### src/sv/povlst_pkg.sv
// Shared types and constants for the line scanner and period tracker.
// Used by the interfaces, the register block, the period unit and the top level.
`default_nettype none

package povlst_pkg;

  localparam int LINE_W    = 40;
  localparam int PADDR_W   = 3;
  localparam int PDATA_W   = 32;

  // Input operation codes; the fourth code is unused and changes nothing.
  typedef enum logic [1:0] {
    OP_TICK  = 2'd0,
    OP_HALL  = 2'd1,
    OP_WRITE = 2'd2
  } op_t;

  // Register index, taken from bit 2 of the byte address.
  localparam logic REG_LINE_OFFSET    = 1'b0;
  localparam logic REG_JUMP_THRESHOLD = 1'b1;

  localparam logic [7:0]  OFFSET_RST    = 8'd168;
  localparam logic [7:0]  THRESHOLD_RST = 8'd4;
  localparam logic [15:0] PERIOD_RST    = 16'd1200;

  // Phases of a hall event in the period unit.
  typedef enum logic [1:0] {
    PH_SUM,
    PH_DIV,
    PH_BLEND
  } hall_phase_t;

  typedef struct packed {
    logic [7:0] lag_start;
    logic [7:0] jump_threshold;
  } cfg_t;

  // From the top level to the period unit.
  typedef struct packed {
    logic        busy;     // input stage holds a word
    logic [1:0]  op;
    logic [15:0] cap;
    logic        advance;  // input stage word moves to the result register
  } pu_req_t;

  // From the period unit back to the top level.
  typedef struct packed {
    logic        done;
    logic [15:0] period_after;
    logic        jumped;
  } pu_rsp_t;

endpackage

`default_nettype wire

### src/sv/povlst_cfg.sv
// APB-style configuration registers: line offset and jump threshold.
// Depends on povlst_pkg for the register indexes and reset values.
`default_nettype none

module povlst_cfg (
  input  wire logic                          clk,
  input  wire logic                          rst,
  input  wire logic                          psel,
  input  wire logic                          penable,
  input  wire logic                          pwrite,
  input  wire logic [povlst_pkg::PADDR_W-1:0] paddr,
  input  wire logic [povlst_pkg::PDATA_W-1:0] pwdata,
  output logic      [povlst_pkg::PDATA_W-1:0] prdata,
  output logic                               pready,
  output povlst_pkg::cfg_t                   cfg
);
  import povlst_pkg::*;

  logic [7:0] lag_start;
  logic [7:0] jump_threshold;
  logic       wr;

  assign pready = 1'b1;
  assign wr     = psel && penable && pwrite && pready;

  always_ff @(posedge clk) begin
    if (rst) begin
      lag_start      <= OFFSET_RST;
      jump_threshold <= THRESHOLD_RST;
    end else if (wr) begin
      case (paddr[2])
        REG_LINE_OFFSET:    lag_start      <= pwdata[7:0];
        REG_JUMP_THRESHOLD: jump_threshold <= pwdata[7:0];
        default: ;
      endcase
    end
  end

  always_comb begin
    case (paddr[2])
      REG_LINE_OFFSET:    prdata = {24'd0, lag_start};
      REG_JUMP_THRESHOLD: prdata = {24'd0, jump_threshold};
      default:            prdata = '0;
    endcase
  end

  assign cfg.lag_start      = lag_start;
  assign cfg.jump_threshold = jump_threshold;

endmodule

`default_nettype wire

### config.mk
export PLATFORM = sky130hd
export DESIGN_NAME = povlst_cfg
export DESIGN_NICKNAME = d
export VERILOG_FILES = /design/src/sv/povlst_pkg.sv /design/src/sv/povlst_cfg.sv
export SDC_FILE = /design/constraint.sdc
export NUM_CORES = 1
export LEC_CHECK = 0
export ABC_AREA = 1
export BUFFER_PORTS_ARGS = -buffer_cell sky130_fd_sc_hd__buf_4
export CORE_MARGIN = 2
export CORE_UTILIZATION = 38
export CTS_BUF_LIST = sky130_fd_sc_hd__clkbuf_8
export CTS_CLUSTER_DIAMETER = 40
export DETAILED_ROUTE_END_ITERATION = 12
export PLACE_DENSITY = 0.84
export REMOVE_ABC_BUFFERS = 1
export SLEW_MARGIN = 40
export SYNTH_ARGS = -nofsm -noshare
export SYNTH_HDL_FRONTEND = slang
export SYNTH_SLANG_ARGS = --single-unit
### constraint.sdc
create_clock -name clk -period 1 [get_ports clk]
set_clock_uncertainty 0.1 [all_clocks]
set_input_delay 0.1 -clock clk [delete_from_list [all_inputs] [get_ports clk]]
set_output_delay 0.1 -clock clk [all_outputs]
set_load 0.01 [all_outputs]
==> impl_metrics.csv <==
group,metric,value,unit
floorplanning,ioPinCount,89,
route,vias_per_cell,4.276,
synth,postSynthAreaPerCell,6.625,um^2
power,ir_drop,0.0006929,V
cts,numCtsBuffers,3,
critical_path,crit_path_frequent_cell,"nand2_2",
grt,grt.met2_usage,27.38,%
floorplanning,start_util,39.85,%
route,wl,2.133,mm
route,drc,0,
synth,synth_flop_cell,"dfxtp_1",
critical_path,cp.required,0.80,ns
final_layout,finalNonFillerCells,225,
route,postRouteAntennaNets,0,
sta,worst_slack,-0.02497,ns
grt,grt_pass1_wl,3.374,mm
place,hpwl,1.521,mm
sta,max_freq,975.6,MHz
synth,synth_edf_count,0,
grt,use_met1,18.21,%
route,first_iter_violations,10,
synth,ys_types,14,
synth,synthMostInstantiatedCell,"nand2_1",
synth,synthTopCellsByCount,"45 x nand2_1, 26 x buf_4, 23 x nor2_1",
final_layout,final_nets,236,
synth,syn-cell-area,987.2,um^2
critical_path,slowest_stage,"dfxtp_2",
place,dp.cells,217,
grt,busiest_layer,"met2",
final_layout,syn_to_final_growth,42.71,%
critical_path,crit_fanout,3,
synth,yosysTopAreaCellShare,32.45,%
critical_path,cp-end-kind,"output port",
cts,clk_pin_slew,0.07,ns
synth,synth_cells,149,
run_status,violations,"negative setup slack",
synth,async_flop_share,0,%
floorplanning,fp.dieH,54.97,um
power,power.density,1151,mW/mm^2
cts,cts_tree,"built",
run_status,status,"finished, violations left",
cts,clkLatencyLatePin,0.25,ns
critical_path,start_kind,"flip-flop",
final_layout,drive_above_1_share,40.51,%
grt,gr-total-overflow,0,
synth,ys_seq_elements,16,
synth,yosysWarnings,0,
sta,fin_crit,1.025,ns
hold_path,hp-class,"in2reg",
synth,yosysTopAreaCell,"dfxtp_1",
grt,grt_use_met3,1.075,%
place,io_buffers,37,
sta,whs,0.08149,ns
sta,tns,-0.06937,ns
place,dpl-instance-area,0.001246,mm^2
critical_path,crit_chain,"nand2_2, nand2_2, buf_6",
grt,grt_pass1_vias,814,
final_layout,finish.instance_area,0.001409,mm^2
cts,cts_max_level,1,
synth,yosys-top-cells-area,"dfxtp_1 32%, buf_4 20%, nand2_1 17%",
floorplanning,coreArea,0.002477,mm^2
cts,cts.sinks,16,
run,cap_violations,0,
floorplanning,fp.dieW,54.97,um
sta,timing.final.crit_share,102.5,%
sta,slew_viol_final,0,
critical_path,crit_buf_inv,1,
grt,antenna_found_initial,0,
route,vias,962,
sta,rsz0062_at_grt,"true",
route,dr.pass1.iters,4,
cts,cts_buffer_depth,2,
synth,ys_seq_area_share,32.45,%
critical_path,path_class,"reg2out",
power,leakagePower,0.7456,nW
final_layout,antennaDiodeCount,0,
floorplanning,row_count,18,
sta,finalHoldViolCount,0,
cts,clk_root_buffer_cell,"clkbuf_8",
critical_path,cp_top_family,"flip-flops",
critical_path,crit_path_max_incr_delay,0.36,ns
place,gp_congestion,0.6930,
grt,grt_max_degree,17,
floorplanning,dieArea,0.003022,mm^2
grt,grtUsageTotal,15.39,%
critical_path,arrival,0.82,ns
route,wl_per_cell,9.480,um
sta,setup_viol,7,
==> placed cells by master, fill, tap and decap left out <==
master	instances
inv_2	2
clkbuf_8	4
nor2_4	3
nand3_1	16
nor2_1	23
buf_12	2
inv_1	9
buf_4	35
buf_6	8
nand3_2	1
dlygate4sd3_1	4
nor2_2	1
conb_1	25
nand2_2	7
dfxtp_2	16
nand2_1	38
o21ai_1	1
==> layer usage <==
layer	wire, um	up-vias	part of all wire [%]
li1	-	494	-
met3	145	2	6.8
met2	1082	36	51
met1	886	430	42
met5	0	-	0
met4	19	0	0.89
==> report_power, final <==
part | switching, W | internal (W) | leakage [nW]
logic | 0.000190 | 0.000171 | 0.583
clock network | 0.000229 | 0.000349 | 0.0288
registers | 0.0000180 | 0.000665 | 0.134
total | 0.000437 | 0.00118 | 0.746
==> kinds of logic after synthesis <==
group                  share of synthesized area, %
buffers and inverters                         27.25
other                                        0.7607
AND/OR/NAND/NOR                               39.04
AO/OA/AOI/OAI                                0.5065
flip-flops                                    32.45
==> through the flow <==
stage	util [%]	total power (W)	setup slack, ns
floorplan	-	0.0008454	0.1906
global placement	50.30	0.001014	0.06025
finish	56.87	0.001622	-0.02497
global route	56.87	0.001708	-0.06733
CTS	56.16	0.001620	-0.03724
detailed placement	50.30	0.001017	0.03746
==> cell type report <==
type | count | area, um^2
Tap cell | 30 | 37.54
Inverter | 11 | 41.29
Sequential cell | 16 | 340.3
Fill cell | 223 | 1069
Multi-Input combinational cell | 115 | 501.7
Clock buffer | 4 | 55.05
Timing Repair Buffer | 49 | 432.9
==> final timing paths <==
check	start	endpoint	slack, ns	depth (start not counted)
setup / recovery	lag_start[7]	prdata[7]	-0.02	3
hold / removal	pwdata[6]	lag_start[6]	0.08	5
setup reg to reg	jump_threshold[7]	jump_threshold[7]	0.29	2
hold reg to reg	lag_start[3]	lag_start[3]	0.38	2
==> repair_timing <==
action	4_1_cts	5_1_grt
hold endpoints to repair	4	0
pin swaps	13	8
gates resized for setup	24	7
hold buffers	4	0
setup buffers	0	0
endpoints found under the setup margin	8	9
==> flip-flops by register name, summed over array words and instances (netlist names) <==
name            count
jump_threshold      8
lag_start           8
==> worst min-delay path, cell delays in order <==
cell and delay (ns):
buf_4 0.08, inv_1 0.04, nand3_1 0.07, nand2_1 0.04
nor2_1 0.07
No activity file was read; power rests on OpenSTA's default activity.
