--- src/sv/povlst_pkg.sv ---
// Shared types and constants for the line scanner and period tracker.
// Used by the interfaces, the register block, the period unit and the top level.
`default_nettype none

package povlst_pkg;

  localparam int LINE_W    = 40;
  localparam int PADDR_W   = 3;
  localparam int PDATA_W   = 32;

  // Input operation codes; the fourth code is unused and changes nothing.
  typedef enum logic [1:0] {
    OP_TICK  = 2'd0,
    OP_HALL  = 2'd1,
    OP_WRITE = 2'd2
  } op_t;

  // Register index, taken from bit 2 of the byte address.
  localparam logic REG_LINE_OFFSET    = 1'b0;
  localparam logic REG_JUMP_THRESHOLD = 1'b1;

  localparam logic [7:0]  OFFSET_RST    = 8'd168;
  localparam logic [7:0]  THRESHOLD_RST = 8'd4;
  localparam logic [15:0] PERIOD_RST    = 16'd1200;

  // Phases of a hall event in the period unit.
  typedef enum logic [1:0] {
    PH_SUM,
    PH_DIV,
    PH_BLEND
  } hall_phase_t;

  typedef struct packed {
    logic [7:0] lag_start;
    logic [7:0] jump_threshold;
  } cfg_t;

  // From the top level to the period unit.
  typedef struct packed {
    logic        busy;     // input stage holds a word
    logic [1:0]  op;
    logic [15:0] cap;
    logic        advance;  // input stage word moves to the result register
  } pu_req_t;

  // From the period unit back to the top level.
  typedef struct packed {
    logic        done;
    logic [15:0] period_after;
    logic        jumped;
  } pu_rsp_t;

endpackage

`default_nettype wire

--- src/sv/povlst_period.sv ---
// Period unit: turn-time accumulator, smoothed line period and the hall sequence.
// Depends on povlst_pkg for the request/response structs and phase enum.
`default_nettype none

module povlst_period #(
  parameter int LINES = 240
) (
  input  wire logic                clk,
  input  wire logic                rst,
  input  wire povlst_pkg::pu_req_t req,
  input  wire logic [7:0]          jump_threshold,
  output povlst_pkg::pu_rsp_t      rsp
);
  import povlst_pkg::*;

  // Division by LINES-1 as a multiply by a 40-bit reciprocal, exact for
  // any 32-bit dividend because the rounding error stays below 2^8.
  localparam int          DIV      = LINES - 1;
  localparam logic [39:0] RECIP    = 40'(((64'd1 << 40) + 64'(DIV) - 64'd1) / 64'(DIV));
  localparam logic [15:0] RECIP_LO = RECIP[15:0];
  localparam logic [23:0] RECIP_HI = RECIP[39:16];

  hall_phase_t phase, phase_next;
  logic [31:0] turn_time;
  logic [15:0] period;
  logic [55:0] prod_hi;
  logic [47:0] prod_lo;
  logic [31:0] fresh;

  logic        is_hall;
  logic [31:0] hall_sum;
  logic [71:0] prod_sum;
  logic [31:0] diff;
  logic [34:0] blend;
  logic [31:0] cand;
  logic [15:0] period_new;
  logic        jump;

  function automatic logic [31:0] sat_add(input logic [31:0] a, input logic [31:0] b);
    logic [32:0] s;
    s = {1'b0, a} + {1'b0, b};
    return s[32] ? 32'hFFFF_FFFF : s[31:0];
  endfunction

  assign is_hall  = req.busy && (req.op == OP_HALL);
  assign hall_sum = sat_add(turn_time, 32'(req.cap));
  assign prod_sum = {prod_hi, 16'd0} + 72'(prod_lo);

  // Blend step, worked on the registered quotient.
  always_comb begin
    diff  = (fresh > 32'(period)) ? fresh - 32'(period) : 32'(period) - fresh;
    jump  = diff > 32'(jump_threshold);
    blend = (35'(period) * 35'd7 + 35'(fresh)) >> 3;
    cand  = jump ? fresh : blend[31:0];
    if (jump ? 1'b0 : (blend[34:32] != 3'd0)) begin
      period_new = 16'hFFFF;
    end else if (cand == 32'd0) begin
      period_new = 16'd1;
    end else if (cand > 32'd65535) begin
      period_new = 16'hFFFF;
    end else begin
      period_new = cand[15:0];
    end
  end

  always_ff @(posedge clk) begin
    if (rst) begin
      phase <= PH_SUM;
    end else begin
      phase <= phase_next;
    end
  end

  always_comb begin
    phase_next       = phase;
    rsp.done         = 1'b1;
    rsp.period_after = period;
    rsp.jumped       = 1'b0;
    case (phase)
      PH_SUM: begin
        if (is_hall) begin
          phase_next = PH_DIV;
          rsp.done   = 1'b0;
        end
      end
      PH_DIV: begin
        phase_next = PH_BLEND;
        rsp.done   = 1'b0;
      end
      PH_BLEND: begin
        rsp.period_after = period_new;
        rsp.jumped       = jump;
        if (req.advance) begin
          phase_next = PH_SUM;
        end
      end
      default: phase_next = PH_SUM;
    endcase
  end

  always_ff @(posedge clk) begin
    if (rst) begin
      turn_time <= '0;
      period    <= PERIOD_RST;
    end else if (req.advance) begin
      case (req.op)
        OP_TICK: turn_time <= sat_add(turn_time, 32'(period));
        OP_HALL: begin
          turn_time <= '0;
          period    <= period_new;
        end
        default: ;
      endcase
    end
  end

  always_ff @(posedge clk) begin
    if (phase == PH_SUM && is_hall) begin
      prod_hi <= 56'(hall_sum) * 56'(RECIP_HI);
      prod_lo <= 48'(hall_sum) * 48'(RECIP_LO);
    end
    if (phase == PH_DIV) begin
      fresh <= prod_sum[71:40];
    end
  end

`ifndef ASSERT_OFF
  a_div_after_sum: assert property (@(posedge clk) disable iff (rst)
    (phase == PH_SUM && is_hall) |=> (phase == PH_DIV))
    else $error("hall sequence did not move to the divide phase");

  a_no_retire_mid_hall: assert property (@(posedge clk) disable iff (rst)
    (phase == PH_SUM && is_hall) |-> !req.advance)
    else $error("hall word retired before its period was worked out");

  a_period_nonzero: assert property (@(posedge clk) disable iff (rst)
    period != 16'd0)
    else $error("line period reached zero");
`endif

endmodule

`default_nettype wire

--- config.mk ---
export PLATFORM = sky130hd
export DESIGN_NAME = povlst_period
export DESIGN_NICKNAME = d
export VERILOG_FILES = /design/src/sv/povlst_pkg.sv /design/src/sv/povlst_period.sv
export SDC_FILE = /design/constraint.sdc
export NUM_CORES = 2
export LEC_CHECK = 0
export BUFFER_PORTS_ARGS = -buffer_cell sky130_fd_sc_hd__buf_4
export CORE_MARGIN = 8
export CORE_UTILIZATION = 55
export DETAILED_ROUTE_END_ITERATION = 7
export PLACE_DENSITY = 0.71
export SYNTH_ARGS = -nofsm -noshare
export SYNTH_HDL_FRONTEND = slang
export SYNTH_SLANG_ARGS = --single-unit
--- constraint.sdc ---
create_clock -name clk -period 12.5 [get_ports clk]
set_clock_uncertainty 0.1 [all_clocks]
set_input_delay 1.875 -clock clk [delete_from_list [all_inputs] [get_ports clk]]
set_output_delay 1.875 -clock clk [all_outputs]
set_load 0.005 [all_outputs]
==> results.py <==
metrics = {
    "outcome": {
        "status": "completed",
    },
    "floorplanning": {
        "io_pins": 48,
        "dieWidth_um": 245,
        "std_cell_rows": 84,
        "dieArea_um2": 59900,
        "start_util_pct": 55.3,
        "die_h_um": 245,
        "core_um2": 52100,
    },
    "layout": {
        "num_antenna_cells": 0,
        "fillers": 4484,
        "syn_to_final_growth_pct": 6.07,
        "drive_above_1_share_pct": 5.80,
        "nNetsFinal": 4007,
    },
    "timing": {
        "final_hold_viol_count": 0,
        "fmax_mhz": 86.1,
        "slew_headroom_pct": 25.0,
        "final.period_utilization_pct": 92.9,
        "worstMarginPinSlew_ns": 1.12,
        "rsz0062_at_grt": "no",
        "period_minus_slack_ns": 11.62,
        "setup_violations": 0,
        "drv_slew": 0,
        "setup_tns_ns": 0,
        "whs_ns": 0.383,
    },
    "cts": {
        "cts_hold_buf": 0,
        "clock_sinks": 157,
        "cts_resized": 0,
        "htree_levels": 4,
        "cts_buffers": 17,
        "insertion_delay_ns": 0.48,
        "postCtsSetupBuffers": 0,
        "cts_buffer_depth": 2,
        "cts_root_buffer": "clkbuf_16",
        "cts_tree": "yes",
        "clkTransAtPathRegs_ns": 0.07,
    },
    "route": {
        "via_per_inst": 5.75,
        "wirelength_um": 71900,
        "wire_per_inst_um": 19.0,
        "vias": 21700,
        "drtIter0Drc": 1790,
        "postRouteAntennaNets": 0,
        "dr.pass1.iters": 6,
        "remaining_drc_errors": 0,
    },
    "yosys": {
        "seq_area_frac_synth_pct": 14.6,
        "ys_warn_count": 0,
        "synthTopCellsByCount": "inv_1, ha_1, fa_1",
        "synth.avg_cell_area_um2": 9.49,
        "yosysMostFrequentCell": "inv_1",
        "synth_ff_type": "edfxtp_1",
        "synth-edff-count": 107,
        "syn-cell-area_um2": 28800,
        "syn_inst": 3034,
        "yosys.area.top_type": "fa_1",
        "synth_area_leaders": "fa_1, ha_1, edfxtp_1",
        "yosys.area.top_type_share_pct": 25.0,
        "synth_cell_types": 82,
        "ys_ff_latch": 157,
        "async_reset_ff_share_pct": 0,
        "synth_fp_nets": 3967,
    },
    "worst_hold_path": {
        "holdCritPathClass": "reg -> reg",
    },
    "grt": {
        "grt_max_degree": 82,
        "grt_pass1_wl_um": 117000,
        "grt-ovfl-total": 0,
        "antenna_found_initial": 0,
        "groute.usage.overall_pct": 24.5,
        "grt_pass1_vias": 22200,
    },
    "place": {
        "gp_congestion": 0.959,
        "io_buffers": 47,
        "hpwl_um": 60700,
    },
    "pwr": {
        "powerDensity_nw_per_um2": 220,
        "p_leak_nw": 15.9,
        "ir_worst_vdd_v": 0.000529,
    },
    "job": {
        "cap_violations": 0,
    },
    "setup_path": {
        "end_kind": "register",
        "crit_arrival_ns": 11.73,
        "cp_common_cell": "fa_1",
        "worstPathRequired_ns": 12.61,
        "crit_path_max_fanout": 13,
        "path_class": "in -> reg",
        "crit_slowest_cell": "o31ai_1",
        "startpoint_type": "primary input",
        "worst_path_largest_cell_delay_ns": 0.66,
    },
}
==> path summary, 6_finish.rpt <==
path / cells after the start / startpoint / endpoint / slack [ns]
setup reg to reg: 35 / turn_time[0] / prod_lo[47] / 1.97
hold / removal: 1 / phase[0] / phase[0] / 0.38
hold reg to reg: 1 / phase[0] / phase[0] / 0.38
setup / recovery: 34 / req[1] / prod_lo[47] / 0.88
==> flip-flops by register name, summed over array words and instances, names as in the netlist <==
| name | cells |
|---|---|
| prod_hi | 48 |
| period | 16 |
| phase | 2 |
| turn_time | 32 |
| prod_lo | 33 |
| fresh | 26 |
==> cell type report <==
| cell class | instances | area, um^2 | share of cell area, % |
|---|---|---|---|
| inverters | 665 | 2500 | 8.17 |
| multi-input cells | 2166 | 21900 | 71.6 |
| repair buffers | 67 | 503 | 1.65 |
| clock buffers | 17 | 425 | 1.39 |
| clock inverters | 15 | 173 | 0.565 |
| flip-flops and latches | 157 | 4210 | 13.8 |
| well taps | 688 | 861 | 2.82 |
==> cell families (layout without fill, tap and decap cells) <==
logic type               Yosys count  after routing  share of synthesized area [%]
multiplexers                      26             26                           1.10
buffers and inverters            711            764                           9.43
XOR/XNOR                         148            148                           4.50
AND/OR/NAND/NOR                  580            580                           9.89
AO/OA/AOI/OAI                    509            509                           11.8
flip-flops                       157            157                           14.6
adder cells (fa/ha/maj)          903            903                           48.6
==> metal layers <==
layer / up-vias / global-route usage (%) / routed length, um
li1: 10200 / - / -
met3: 102 / 4.49 / 4950
met5: - / 0 / 0
met1: 10800 / 34.8 / 32800
met4: 0 / 5.28 / 1210
met2: 602 / 38.9 / 32900
==> critical path, delay by kind of cell <==
kind                       cells  cell delay (ns)
AOI/OAI and AO/OA             14             3.82
xor gates and xnor gates       1             0.14
adders and majority gates      9             4.11
buffers and inverters          5             0.32
and+or+nand+nor                5             1.43
==> layout by cell type, fill, tap and decap left out, drive strengths merged, types with 21 or more instances in the layout <==
cell type / Yosys / final
inv: 665 / 674
ha: 543 / 543
fa: 360 / 360
nor2: 161 / 161
nand2: 150 / 150
a21oi: 141 / 141
edfxtp: 107 / 107
xnor2: 102 / 102
o21ai: 99 / 99
buf: 12 / 67
a21o: 56 / 56
dfxtp: 50 / 50
nor3: 48 / 48
xor2: 46 / 46
nand3: 42 / 42
o21a: 24 / 24
or2: 23 / 23
and3: 22 / 22
and2: 22 / 22
a31oi: 22 / 22
a211oi: 21 / 21
==> report_power, final <==
group,internal [mW],switching [mW]
clock,0.285,0.260
sequential,0.860,0.0413
combinational,2.08,3.19
total,3.23,3.49
==> through the flow <==
step / cells / instance area [um^2] / setup slack, ns / power (mW) / util (%)
final: 3775 / 30600 / 0.884 / 6.72 / 58.6
after CTS: 3775 / 30600 / 0.949 / 6.71 / 58.6
after detailed placement: 3743 / 30000 / 0.451 / 6.12 / 57.5
after global routing: 3775 / 30600 / 0.210 / 7.42 / 58.6
after global placement: 3743 / 30000 / 0.647 / 5.98 / 57.5
after floorplan: 3034 / 28800 / 1.72 / 4.63 / -
(Power assumes the default switching activity.)
